[src/design/vcr_pkg.sv]
// Package for the vote confidence record: payload structs, request and
// state codes, hash constants and the popcount helper. No dependencies.
`default_nettype none

package vcr_pkg;

   localparam int HASH_W     = 16;
   localparam int CONF_W     = 15;
   localparam int INFLIGHT_W = 8;
   localparam int CSR_IDX_W  = 2;
   localparam int CSR_DATA_W = 64;

   localparam logic [63:0] LCG_MUL = 64'd6364136223846793005;
   localparam logic [63:0] LCG_ADD = 64'd1442695040888963407;
   localparam logic [63:0] FIB_MUL = 64'd11400714819323198485;

   localparam logic [3:0]          AGREE_MIN = 4'd6;
   localparam logic [CONF_W-1:0]   CONF_MAX  = 15'h7fff;

   localparam logic [CONF_W-1:0]     SCORE_RESET        = 15'd128;
   localparam logic [INFLIGHT_W-1:0] MAX_INFLIGHT_RESET = 8'd10;

   localparam logic [CSR_IDX_W-1:0] CSR_HASH_SEED    = 2'd0;
   localparam logic [CSR_IDX_W-1:0] CSR_FINAL_SCORE  = 2'd1;
   localparam logic [CSR_IDX_W-1:0] CSR_MAX_INFLIGHT = 2'd2;

   typedef enum logic [1:0] {
      REQ_VOTE    = 2'd0,
      REQ_POLL    = 2'd1,
      REQ_RELEASE = 2'd2,
      REQ_INIT    = 2'd3
   } req_kind_type;

   typedef enum logic [1:0] {
      ST_IDLE,
      ST_HASH,
      ST_MATCH,
      ST_UPDATE
   } state_type;

   typedef struct packed {
      req_kind_type       req_type;
      logic signed [63:0] node_id;
      logic               anonymous;
      logic [31:0]        vote_error;
      logic [7:0]         release_count;
      logic               init_accepted;
   } req_payload_type;

   typedef struct packed {
      logic                  changed;
      logic                  duplicate;
      logic                  accepted;
      logic [CONF_W-1:0]     confidence;
      logic                  finalized;
      logic                  poll_granted;
      logic [INFLIGHT_W-1:0] inflight;
   } rsp_payload_type;

   function automatic logic [3:0] popcount8(input logic [7:0] v);
      logic [3:0] n;
      n = 4'd0;
      for (int i = 0; i < 8; i++) begin
         n = n + {3'd0, v[i]};
      end
      return n;
   endfunction

endpackage

`default_nettype wire

[src/design/vcr_hash.sv]
// Voter hash unit: LCG step plus Fibonacci hash, built from two 32x32
// multipliers over three partial-product steps. Uses vcr_pkg.
`default_nettype none

module vcr_hash (
   input  wire logic                       clock,
   input  wire logic                       reset,
   input  wire logic                       start,
   input  wire logic [63:0]                lcg_operand,
   input  wire logic [63:0]                fib_operand,
   output logic                            done,
   output logic [vcr_pkg::HASH_W-1:0]      hash
);

   localparam logic [2:0] LAST_STEP = 3'd4;

   logic                         busy_ff;
   logic [2:0]                   step_ff;
   logic                         done_ff;
   logic                         upper_ff;
   logic [63:0]                  prod1_ff;
   logic [63:0]                  prod2_ff;
   logic [63:0]                  acc1_ff;
   logic [63:0]                  acc2_ff;
   logic [vcr_pkg::HASH_W-1:0]   hash_ff;

   logic [31:0] op_a1;
   logic [31:0] op_b1;
   logic [31:0] op_a2;
   logic [31:0] op_b2;
   logic [63:0] term1;
   logic [63:0] term2;
   logic [63:0] sum;

   // mod 2^64 product: lo*lo, plus (lo*hi + hi*lo) shifted up 32
   always_comb begin
      op_a1 = (step_ff == 3'd2) ? lcg_operand[63:32] : lcg_operand[31:0];
      op_a2 = (step_ff == 3'd2) ? fib_operand[63:32] : fib_operand[31:0];
      op_b1 = (step_ff == 3'd1) ? vcr_pkg::LCG_MUL[63:32] : vcr_pkg::LCG_MUL[31:0];
      op_b2 = (step_ff == 3'd1) ? vcr_pkg::FIB_MUL[63:32] : vcr_pkg::FIB_MUL[31:0];
      term1 = upper_ff ? {prod1_ff[31:0], 32'd0} : prod1_ff;
      term2 = upper_ff ? {prod2_ff[31:0], 32'd0} : prod2_ff;
      sum   = acc1_ff + acc2_ff;
   end

   always_ff @(posedge clock) begin
      if (reset) begin
         busy_ff <= 1'b0;
         step_ff <= 3'd0;
         done_ff <= 1'b0;
      end else begin
         done_ff <= 1'b0;
         if (start) begin
            busy_ff <= 1'b1;
            step_ff <= 3'd0;
         end else if (busy_ff) begin
            step_ff <= step_ff + 3'd1;
            if (step_ff == LAST_STEP) begin
               busy_ff <= 1'b0;
               done_ff <= 1'b1;
            end
         end
      end
   end

   always_ff @(posedge clock) begin
      if (start) begin
         acc1_ff <= vcr_pkg::LCG_ADD;
         acc2_ff <= 64'd0;
      end else if (busy_ff) begin
         if (step_ff <= 3'd2) begin
            prod1_ff <= op_a1 * op_b1;
            prod2_ff <= op_a2 * op_b2;
            upper_ff <= (step_ff != 3'd0);
         end
         if (step_ff >= 3'd1 && step_ff <= 3'd3) begin
            acc1_ff <= acc1_ff + term1;
            acc2_ff <= acc2_ff + term2;
         end
         if (step_ff == LAST_STEP) begin
            hash_ff <= sum[63:64-vcr_pkg::HASH_W];
         end
      end
   end

   assign done = done_ff;
   assign hash = hash_ff;

endmodule

`default_nettype wire

[src/design/vcr_cell.sv]
// One quorum filter cell: holds a voter hash, compares it with the probe
// and passes its hash to the next cell on insert. Uses vcr_pkg.
`default_nettype none

module vcr_cell (
   input  wire logic                       clock,
   input  wire logic                       reset,
   input  wire logic                       clear,
   input  wire logic                       shift,
   input  wire logic [vcr_pkg::HASH_W-1:0] data_in,
   input  wire logic [vcr_pkg::HASH_W-1:0] probe,
   output logic [vcr_pkg::HASH_W-1:0]      data_out,
   output logic                            hit
);

   logic [vcr_pkg::HASH_W-1:0] data_ff;

   always_ff @(posedge clock) begin
      if (reset || clear) begin
         data_ff <= '0;
      end else if (shift) begin
         data_ff <= data_in;
      end
   end

   assign data_out = data_ff;
   assign hit      = (data_ff == probe);

endmodule

`default_nettype wire

[src/design/vcr_top_doc_placeholder.sv]
// Filter chain: a row of vcr_cell instances, newest hash at the head.
// Depends on vcr_pkg and vcr_cell.
`default_nettype none

module vcr_filter #(
   parameter int FILTER_DEPTH = 8
) (
   input  wire logic                       clock,
   input  wire logic                       reset,
   input  wire logic                       clear,
   input  wire logic                       insert,
   input  wire logic [vcr_pkg::HASH_W-1:0] probe,
   output logic                            seen
);

   // only FILTER_DEPTH-1 cells are built and every one is compared, so
   // only the most recent FILTER_DEPTH-1 hashes are kept
   localparam int CELL_COUNT = FILTER_DEPTH - 1;

   logic [vcr_pkg::HASH_W-1:0] link [CELL_COUNT+1];
   logic [CELL_COUNT-1:0]      hits;

   assign link[0] = probe;

   for (genvar k = 0; k < CELL_COUNT; k++) begin : g_cell
      vcr_cell u_cell (
         .clock    (clock),
         .reset    (reset),
         .clear    (clear),
         .shift    (insert),
         .data_in  (link[k]),
         .probe    (probe),
         .data_out (link[k+1]),
         .hit      (hits[k])
      );
   end

   assign seen = |hits;

endmodule

`default_nettype wire

[src/design/vote_confidence_record.sv]
// Vote confidence record. A poll, release, init or anonymous vote goes from
// the request register straight to the update state; a named vote first
// passes the hash unit's three 32x32 partial-product steps and the filter
// compare. One item at a time: a new item is taken only in the idle state.
// Reset (synchronous) clears histories, confidence, filter and in-flight
// count and loads hash_seed 0, finalization_score 128, max_inflight 10.
`default_nettype none

module vote_confidence_record #(
   parameter int FILTER_DEPTH = 8
) (
   input  wire logic                               clock,
   input  wire logic                               reset,
   input  wire logic                               req_valid,
   output logic                                    req_stall,
   input  wire vcr_pkg::req_payload_type           req_payload,
   output logic                                    rsp_valid,
   input  wire logic                               rsp_stall,
   output vcr_pkg::rsp_payload_type                rsp_payload,
   input  wire logic                               csr_write,
   input  wire logic [vcr_pkg::CSR_IDX_W-1:0]      csr_index,
   input  wire logic [vcr_pkg::CSR_DATA_W-1:0]     csr_data
);

   localparam int CW = vcr_pkg::CONF_W;
   localparam int IW = vcr_pkg::INFLIGHT_W;

   // configuration
   logic [63:0]   hash_seed_ff;
   logic [CW-1:0] final_score_ff;
   logic [IW-1:0] max_inflight_ff;

   // record state
   vcr_pkg::state_type state_ff, state_in;
   vcr_pkg::req_payload_type item_ff;
   logic [7:0]    yes_hist_ff,  yes_hist_in;
   logic [7:0]    cons_hist_ff, cons_hist_in;
   logic          accepted_ff,  accepted_in;
   logic [CW-1:0] conf_ff,      conf_in;
   logic [IW-1:0] inflight_ff,  inflight_in;
   logic          seen_ff;
   logic          rsp_valid_ff;
   vcr_pkg::rsp_payload_type rsp_ff, rsp_in;

   // control
   logic req_take;
   logic can_load;
   logic hash_start;
   logic match_capture;
   logic update_fire;
   logic hash_done;
   logic [vcr_pkg::HASH_W-1:0] hash;
   logic seen;
   logic filter_clear;
   logic filter_insert;

   // vote evaluation
   logic       is_vote;
   logic       named_vote;
   logic       dup;
   logic       vote_y;
   logic       vote_c;
   logic [7:0] yes_next;
   logic [7:0] cons_next;
   logic       round_yes;
   logic       round_no;
   logic       changed;
   logic       granted;

   assign req_take   = req_valid && !req_stall;
   assign can_load   = !rsp_valid_ff || !rsp_stall;
   assign is_vote    = (item_ff.req_type == vcr_pkg::REQ_VOTE);
   assign named_vote = is_vote && !item_ff.anonymous;
   assign dup        = named_vote && seen_ff;

   // next state
   always_comb begin
      state_in = state_ff;
      unique case (state_ff)
         vcr_pkg::ST_IDLE: begin
            if (req_take) begin
               if (req_payload.req_type == vcr_pkg::REQ_VOTE && !req_payload.anonymous) begin
                  state_in = vcr_pkg::ST_HASH;
               end else begin
                  state_in = vcr_pkg::ST_UPDATE;
               end
            end
         end
         vcr_pkg::ST_HASH: begin
            if (hash_done) begin
               state_in = vcr_pkg::ST_MATCH;
            end
         end
         vcr_pkg::ST_MATCH: begin
            state_in = vcr_pkg::ST_UPDATE;
         end
         vcr_pkg::ST_UPDATE: begin
            if (can_load) begin
               state_in = vcr_pkg::ST_IDLE;
            end
         end
         default: begin
            state_in = vcr_pkg::ST_IDLE;
         end
      endcase
   end

   // state outputs
   always_comb begin
      req_stall     = 1'b1;
      hash_start    = 1'b0;
      match_capture = 1'b0;
      update_fire   = 1'b0;
      unique case (state_ff)
         vcr_pkg::ST_IDLE: begin
            req_stall  = 1'b0;
            hash_start = req_valid && req_payload.req_type == vcr_pkg::REQ_VOTE
                         && !req_payload.anonymous;
         end
         vcr_pkg::ST_HASH: begin
         end
         vcr_pkg::ST_MATCH: begin
            match_capture = 1'b1;
         end
         vcr_pkg::ST_UPDATE: begin
            update_fire = can_load;
         end
         default: begin
         end
      endcase
   end

   // the id is latched with the item; the hash unit reads it from the cycle after start
   vcr_hash u_hash (
      .clock       (clock),
      .reset       (reset),
      .start       (hash_start),
      .lcg_operand (item_ff.node_id),
      .fib_operand (item_ff.node_id ^ hash_seed_ff),
      .done        (hash_done),
      .hash        (hash)
   );

   assign filter_clear  = update_fire && item_ff.req_type == vcr_pkg::REQ_INIT;
   assign filter_insert = update_fire && named_vote && !seen_ff;

   vcr_filter #(
      .FILTER_DEPTH (FILTER_DEPTH)
   ) u_filter (
      .clock  (clock),
      .reset  (reset),
      .clear  (filter_clear),
      .insert (filter_insert),
      .probe  (hash),
      .seen   (seen)
   );

   // record update
   always_comb begin
      vote_y    = (item_ff.vote_error == 32'd0);
      vote_c    = !item_ff.vote_error[31];
      yes_next  = {yes_hist_ff[6:0], vote_y};
      cons_next = {cons_hist_ff[6:0], vote_c};
      round_yes = vcr_pkg::popcount8(yes_next & cons_next) > vcr_pkg::AGREE_MIN;
      round_no  = vcr_pkg::popcount8(~yes_next & cons_next) > vcr_pkg::AGREE_MIN;

      yes_hist_in  = yes_hist_ff;
      cons_hist_in = cons_hist_ff;
      accepted_in  = accepted_ff;
      conf_in      = conf_ff;
      inflight_in  = inflight_ff;
      changed      = 1'b0;
      granted      = 1'b0;

      case (item_ff.req_type)
         vcr_pkg::REQ_VOTE: begin
            inflight_in = (inflight_ff != '0) ? inflight_ff - IW'(1) : '0;
            if (!dup) begin
               yes_hist_in  = yes_next;
               cons_hist_in = cons_next;
               if (round_yes || round_no) begin
                  if (accepted_ff == round_yes) begin
                     if (conf_ff != vcr_pkg::CONF_MAX) begin
                        conf_in = conf_ff + CW'(1);
                        changed = (conf_in == final_score_ff);
                     end
                  end else begin
                     accepted_in = round_yes;
                     conf_in     = '0;
                     changed     = 1'b1;
                  end
               end
            end
         end
         vcr_pkg::REQ_POLL: begin
            if (inflight_ff < max_inflight_ff) begin
               inflight_in = inflight_ff + IW'(1);
               granted     = 1'b1;
            end
         end
         vcr_pkg::REQ_RELEASE: begin
            inflight_in = (inflight_ff > item_ff.release_count)
                          ? inflight_ff - item_ff.release_count : '0;
         end
         default: begin
            yes_hist_in  = '0;
            cons_hist_in = '0;
            accepted_in  = item_ff.init_accepted;
            conf_in      = '0;
            inflight_in  = '0;
         end
      endcase

      rsp_in.changed      = changed;
      rsp_in.duplicate    = dup;
      rsp_in.accepted     = accepted_in;
      rsp_in.confidence   = conf_in;
      rsp_in.finalized    = (conf_in >= final_score_ff);
      rsp_in.poll_granted = granted;
      rsp_in.inflight     = inflight_in;
   end

   always_ff @(posedge clock) begin
      if (reset) begin
         state_ff        <= vcr_pkg::ST_IDLE;
         hash_seed_ff    <= 64'd0;
         final_score_ff  <= vcr_pkg::SCORE_RESET;
         max_inflight_ff <= vcr_pkg::MAX_INFLIGHT_RESET;
         yes_hist_ff     <= '0;
         cons_hist_ff    <= '0;
         accepted_ff     <= 1'b0;
         conf_ff         <= '0;
         inflight_ff     <= '0;
         rsp_valid_ff    <= 1'b0;
      end else begin
         state_ff <= state_in;
         if (csr_write) begin
            unique case (csr_index)
               vcr_pkg::CSR_HASH_SEED:    hash_seed_ff    <= csr_data;
               vcr_pkg::CSR_FINAL_SCORE:  final_score_ff  <= csr_data[CW-1:0];
               vcr_pkg::CSR_MAX_INFLIGHT: max_inflight_ff <= csr_data[IW-1:0];
               default: begin
               end
            endcase
         end
         if (update_fire) begin
            yes_hist_ff  <= yes_hist_in;
            cons_hist_ff <= cons_hist_in;
            accepted_ff  <= accepted_in;
            conf_ff      <= conf_in;
            inflight_ff  <= inflight_in;
            rsp_valid_ff <= 1'b1;
         end else if (!rsp_stall) begin
            // drop the result once its transfer is done
            rsp_valid_ff <= 1'b0;
         end
      end
   end

   always_ff @(posedge clock) begin
      if (req_take) begin
         item_ff <= req_payload;
      end
      if (match_capture) begin
         seen_ff <= seen;
      end
      if (update_fire) begin
         rsp_ff <= rsp_in;
      end
   end

   assign rsp_valid   = rsp_valid_ff;
   assign rsp_payload = rsp_ff;

endmodule

`default_nettype wire
[config.mk]
export PLATFORM = sky130hd
export DESIGN_NAME = vote_confidence_record
export DESIGN_NICKNAME = d
export VERILOG_FILES = /design/src/design/vcr_pkg.sv /design/src/design/vcr_hash.sv /design/src/design/vcr_cell.sv /design/src/design/vcr_top_doc_placeholder.sv /design/src/design/vote_confidence_record.sv
export SDC_FILE = /design/constraint.sdc
export NUM_CORES = 2
export LEC_CHECK = 0
export ABC_AREA = 0
export BUFFER_PORTS_ARGS = -buffer_cell sky130_fd_sc_hd__buf_4
export CAP_MARGIN = 20
export CORE_UTILIZATION = 25
export DETAILED_ROUTE_END_ITERATION = 8
export GPL_ROUTABILITY_DRIVEN = 0
export MAX_ROUTING_LAYER = met4
export PLACE_DENSITY_LB_ADDON = 0.25
export SLEW_MARGIN = 20
export SYNTH_ARGS = -nofsm -noshare
export SYNTH_HDL_FRONTEND = slang
export SYNTH_SLANG_ARGS = --single-unit
export TNS_END_PERCENT = 30
[constraint.sdc]
create_clock -name clock -period 9.32 [get_ports clock]
set_input_delay 0.932 -clock clock [delete_from_list [all_inputs] [get_ports clock]]
set_output_delay 0.932 -clock clock [all_outputs]
set_load 0.03 [all_outputs]
; Word-level counts from Yosys, hierarchy flattened
; Cells that the tools add are included.
[totals]
memories = 0
mem_bits_ro = 0
ramBits = 0
inputBits = 179
latch_bits = 0
register_bits = 655
output_inout_bits = 30
[classes]
n_bitwise = 9
n_div = 0
mux = 41
order_cmp = 8
eq_ne = 26
n_mul = 2
n_reduce_logical = 39
shift = 0
n_addsub = 22
[ops]
columns = op, n
row1 = 64-bit adder, 3
row2 = 32-bit by 32-bit multiplier with 64-bit output, 2
row3 = 64-bit two-way mux, 2
row4 = 16-bit equality test, 7
row5 = 32-bit two-way mux, 3
row6 = 64-bit bitwise XOR, 1
row7 = 15-bit two-way mux, 4
row8 = 4-bit by 1-bit adder with 4-bit output, 8
row9 = 32-bit zero test, 1
row10 = 15-bit case mux with 2 select lines, 1
row11 = 29-bit two-way mux, 1
row12 = 7-bit case mux with 2 select lines, 2
row13 = 8-bit two-way mux, 3
row14 = 8-bit case mux with 3 select lines, 1
row15 = 8-bit AND, 2
row16 = 1-bit two-way mux, 16
row17 = "15-bit by 1-bit adder with 15-bit output, second input constant", 1
row18 = 15-bit equality test, 1
row19 = 15-bit >= comparator, 1
row20 = "15-bit inequality test, second input constant", 1
row21 = 7-bit two-way mux, 2
row22 = 3-bit AND reduction, 4
row23 = "2-bit equality test, second input constant", 5
row24 = 1-bit logical AND, 10
row25 = other kinds (33), 65

; Logic depth before layout (Yosys ltp)
[depth]
depth_word = 16
depth_mapped = 39
mapped_depth_nobuf = 36

; By module
; Synthesis repeated with hierarchy kept, for this count alone.
[unflattened]
cells_unflattened = 8928
hier_area_um2 = 84723.8
[modules_own_cells]
columns = module, cells_each, area_each_um2, n_inst, seq_area_each_um2
row1 = vcr_hash, 7172, 66810.3, 1, 6986.7
row2 = vote_confidence_record, 1235, 12538.3, 1, 6676.4
row3 = vcr_cell, 74, 765.7, 7, 320.3
row4 = vcr_filter, 3, 15.0, 1, 0.0

; Least setup slack after synthesis
; Ideal clock, no wire load.
[synth_path]
path_kind = register to register
startpoint = register u_hash.step_ff[0]
endpoint = register u_hash.prod2_ff[60], data pin
n_path_buf = 4
stages_incl_launch_ff = 34
arrival_ps = 9469
required_ps = 9061
period_less_slack_ps = 9728
slack_ps = -408
setup_time_ps = 259
cell_sequence = dfxtp_1 inv_1 ha_1 nor2b_1 clkbuf_1 buf_1 clkbuf_1 buf_1 o21ai_0 nand2_1 inv_1 fa_1 ha_1 inv_1 fa_1 fa_1 inv_1 fa_1 fa_1 fa_1 fa_1 ha_1 or2_1 a21o_1 a21oi_1 o31ai_1 a31oi_1 o21ai_1 a21oi_2 o21ai_1 a221o_1 a41o_1 o41a_1 xor2_1
[synth_via]
elab_chain_cells = 3
[synth_lines]
columns = element, line
row1 = from (decl), vcr_hash.sv:18  ; logic [2:0] step_ff;
row2 = from (signal assigned), vcr_hash.sv:57  ; step_ff <= step_ff + 3'd1;
row3 = 3-bit by 2-bit equality test with 1-bit output or 3-bit by 1-bit equality test with 1-bit output (tied branches), "vcr_hash.sv:38, vcr_hash.sv:40"
row4 = 32-bit two-way mux (on tied branches), "vcr_hash.sv:38, vcr_hash.sv:40"
row5 = 32-bit by 32-bit multiplier with 64-bit output (*), vcr_hash.sv:73  ; prod2_ff <= op_a2 * op_b2;
row6 = to (signal assigned), vcr_hash.sv:73
row7 = to (decl), vcr_hash.sv:22  ; logic [63:0] prod2_ff;
; Every way passes the cells marked *; elsewhere a longest branch is shown, timed or not.
; A chain may end at the register's enable or synchronous reset.

; Worst setup path after layout
; Ends and elaborated chain as after synthesis.

==> summary.txt <==
Detailed routing
  – DRC violations left: 0
  – Post-DRT Antenna Nets: 0
  – Ratio of routed vias to standard cells: 4.58
  – Total detailed-routing wirelength: 287000 µm
  – Count of TritonRoute iterations in the first routing pass: 7
  – Initial drt markers: 4676
  – Via total after detailed routing: 63200
  – Final routed wire length divided by cell count: 20.8 µm

Yosys
  – Total number of yosys warnings: 0
  – Post-synth EDFFs: 282
  – Count of mapped cells out of synthesis: 8969
  – Flip-flop cell with the highest count after synthesis: sky130_fd_sc_hd__dfxtp_1
  – Synth async-reset ratio: 0%
  – Average size of a mapped cell: 9.29 µm²
  – Post-synth cell types: 86
  – Flops & latches, synth: 655
  – Proportion of synthesized chip area in sequential cells: 19.1%
  – Synthesized cell area: 83300 µm²

Final layout
  – Most common cell after layout, fill and taps aside: sky130_fd_sc_hd__inv_1
  – Commonest cells after routing, fill and taps aside: sky130_fd_sc_hd__inv_1, sky130_fd_sc_hd__fa_1, sky130_fd_sc_hd__ha_1, sky130_fd_sc_hd__nand2_1, sky130_fd_sc_hd__a21oi_1
  – Fraction of final layout cells with drive strength greater than 1: 9.22%
  – Final Core Density: 28.8%
  – Final standard cell area without fillers: 95300 µm²
  – Layout overhead on the synthesized area: 14.4%
  – Fill cell instance count of the final layout: 35100
  – Final-stage net count: 11800

Worst setup path
  – Crit Reg-Reg Startpoint: u_hash.step_ff[0]
  – Startpoint-to-endpoint class of the critical path: register to register
  – Reg2reg path depth: 32
  – Type of origin of the critical path: register
  – Stage delay of the slowest cell on the critical path: 0.63 ns
  – Kind of end point of the critical path: register
  – Critical R2R Capture: u_hash.prod2_ff[60]
  – Arrival time of the worst setup path: 9.51 ns
  – Critical path peak fanout: 18
  – Worst setup path startpoint: u_hash.step_ff[0]
  – Cell at the slowest stage of the critical path: sky130_fd_sc_hd__o21ai_0
  – Register-to-register path setup slack: 0.26 ns
  – Last element of the critical path: u_hash.prod2_ff[60]
  – Most frequent CP cell: sky130_fd_sc_hd__fa_1
  – Data required time at the worst endpoint: 9.77 ns

Floorplan
  – Height of the die: 579 µm
  – Die Width: 579 µm
  – Initial Utilization: 25.2%
  – Floorplan Core Area: 331000 µm²
  – Cell row count: 211
  – Number of top-level design ports: 209
  – Total Die Area: 336000 µm²

Placement
  – Instance area at placement: 91900 µm²
  – Worst slack, placed: -0.502 ns
  – Number of buffers inserted by port buffering: 208
  – Final HPWL DP: 245000 µm

Clocking
  – Clk Latency, worst-skew pair: 0.71 ns
  – Maximum count of clock buffers along a single path: 3
  – Cts bufs inserted: 82
  – Clock tree root buffer cell: sky130_fd_sc_hd__clkbuf_16
  – Clock-pin slew of the registers on the worst-case setup and hold paths: 0.06 ns
  – Clock sink count: 655
  – Clock H-tree levels: 3
  – Clock tree from TritonCTS: yes

Global route
  – Global route overflow: 0
  – First-pass GRT wire length: 423000 µm
  – Number of antenna violations at the first check in global routing: 17
  – Total GRT Usage: 17.4%
  – Number of global-route vias before repair: 64300
  – Maximum number of pins on one net before global-route repair: 113

STA
  – Min setup slack post-route: 0.256 ns
  – Setup repair after global routing missed its margin: true
  – Final hold violation count: 0
  – Final setup vio count: 0
  – Remaining max-slew budget at the tightest pin: 24.4%
  – Minimum clock period after layout: 9.06 ns
  – Slew Limit Fails: 0
  – Worst slew pin tran: 1.13 ns
  – Peak Freq: 110 MHz
  – Period Utilization, post-route: 97.2%
  – Setup TNS: 0 ns
  – Worst setup skew after layout: 0.0588 ns

Flow run
  – Max Cap Violations: 0

Min path
  – Worst min path class: input pin to register

Status
  – Outcome: completed
[logic make-up after synthesis]
family | count (synthesis) | share of synthesized area, %
other cells | 2 | 0.00901
flops | 655 | 19.1
fa+ha+maj | 2254 | 44.2
simple gates | 1948 | 10.4
xor+xnor | 480 | 5.04
compound gates | 1468 | 10.5
mux | 108 | 1.42
buf+inv | 2054 | 9.25
[area by class of cell]
type	instances	area, µm²	area share (%)
diodes	6	15.0	0.0157
clock buffers	107	2230	2.34
clock inverters	47	679	0.713
inverters	1738	6550	6.87
multi-input cells	6321	60200	63.2
flip-flops and latches	655	15900	16.7
well taps	4366	5460	5.73
repair buffers	543	4230	4.44
[flip-flops by register name, indices dropped and copies added, names as in the netlist, 7 cells and up]
signal and cells:
cons_hist_ff 7, rsp_payload 28, hash_seed_ff 64, u_filter.g_cell.u_cell.data_out 112, conf_ff 15, u_hash.prod1_ff 64, inflight_ff 8, u_hash.acc2_ff 64
yes_hist_ff 7, u_hash.prod2_ff 64, final_score_ff 15, u_hash.hash 16, item_ff 108, max_inflight_ff 8, u_hash.acc1_ff 64
[worst max-delay path: cells and delay by family, from the launching register on]
family | cells | cell delay (ns)
AOI/OAI and AO/OA | 13 | 3.04
xor gates and xnor gates | 1 | 0.14
adders and majority gates | 10 | 4.25
buffers and inverters | 6 | 0.74
DFF | 1 | 0.34
and+or+nand+nor | 2 | 0.25
[synthesized netlist by cell type (all sizes together) (200+ instances only)]
cell type,count,share of area [%]
dfxtp,373,9.0
xor2,200,2.1
xnor2,280,2.9
fa,1155,28
inv,1731,7.8
o21ai,292,1.8
a21oi,675,4.1
nor2,352,1.6
clkbuf,291,1.3
nand2,1012,4.6
ha,1099,16
edfxtp,282,10
[worst min path at each step]
stage | start | endpoint | slack (ns) | cells after the start
floorplan | final_score_ff[13] | final_score_ff[13] | 0.44 | 2
CTS | req_payload[15] | item_ff[15] | 0.31 | 1
detailed placement | final_score_ff[13] | final_score_ff[13] | 0.45 | 2
global placement | final_score_ff[13] | final_score_ff[13] | 0.45 | 2
finish | req_payload[6] | item_ff[6] | 0.38 | 1
global route | req_payload[6] | item_ff[6] | 0.33 | 1
[metrics by stage]
stage          cells  hold WS (ns)
2_1_floorplan   9030         0.436
3_3_place_gp   13600         0.449
3_5_place_dp   13600         0.451
4_1_cts        13800         0.307
5_1_grt        13800         0.330
6_report       13800         0.379
[timing repair]
action / 4_1_cts / 5_1_grt
setup buffers: 0 / 19
endpoints found under the setup margin: 16 / 33
hold buffers: 0 / 0
gates resized for setup: 14 / 63
gates cloned: 0 / 1
pin swaps: 0 / 6
[per-layer routing]
metal | share of wire, % | vias up | track usage, %
met5 | 0 | - | -
met4 | 1.9 | 0 | 2.99
met3 | 5.3 | 224 | 1.92
met2 | 44 | 1761 | 26.5
met1 | 48 | 31500 | 24.9
li1 | - | 29700 | -
Power is left out: the tool's default activity adds up to more than one toggle a clock period on the data nets, which glitch-free logic cannot reach.
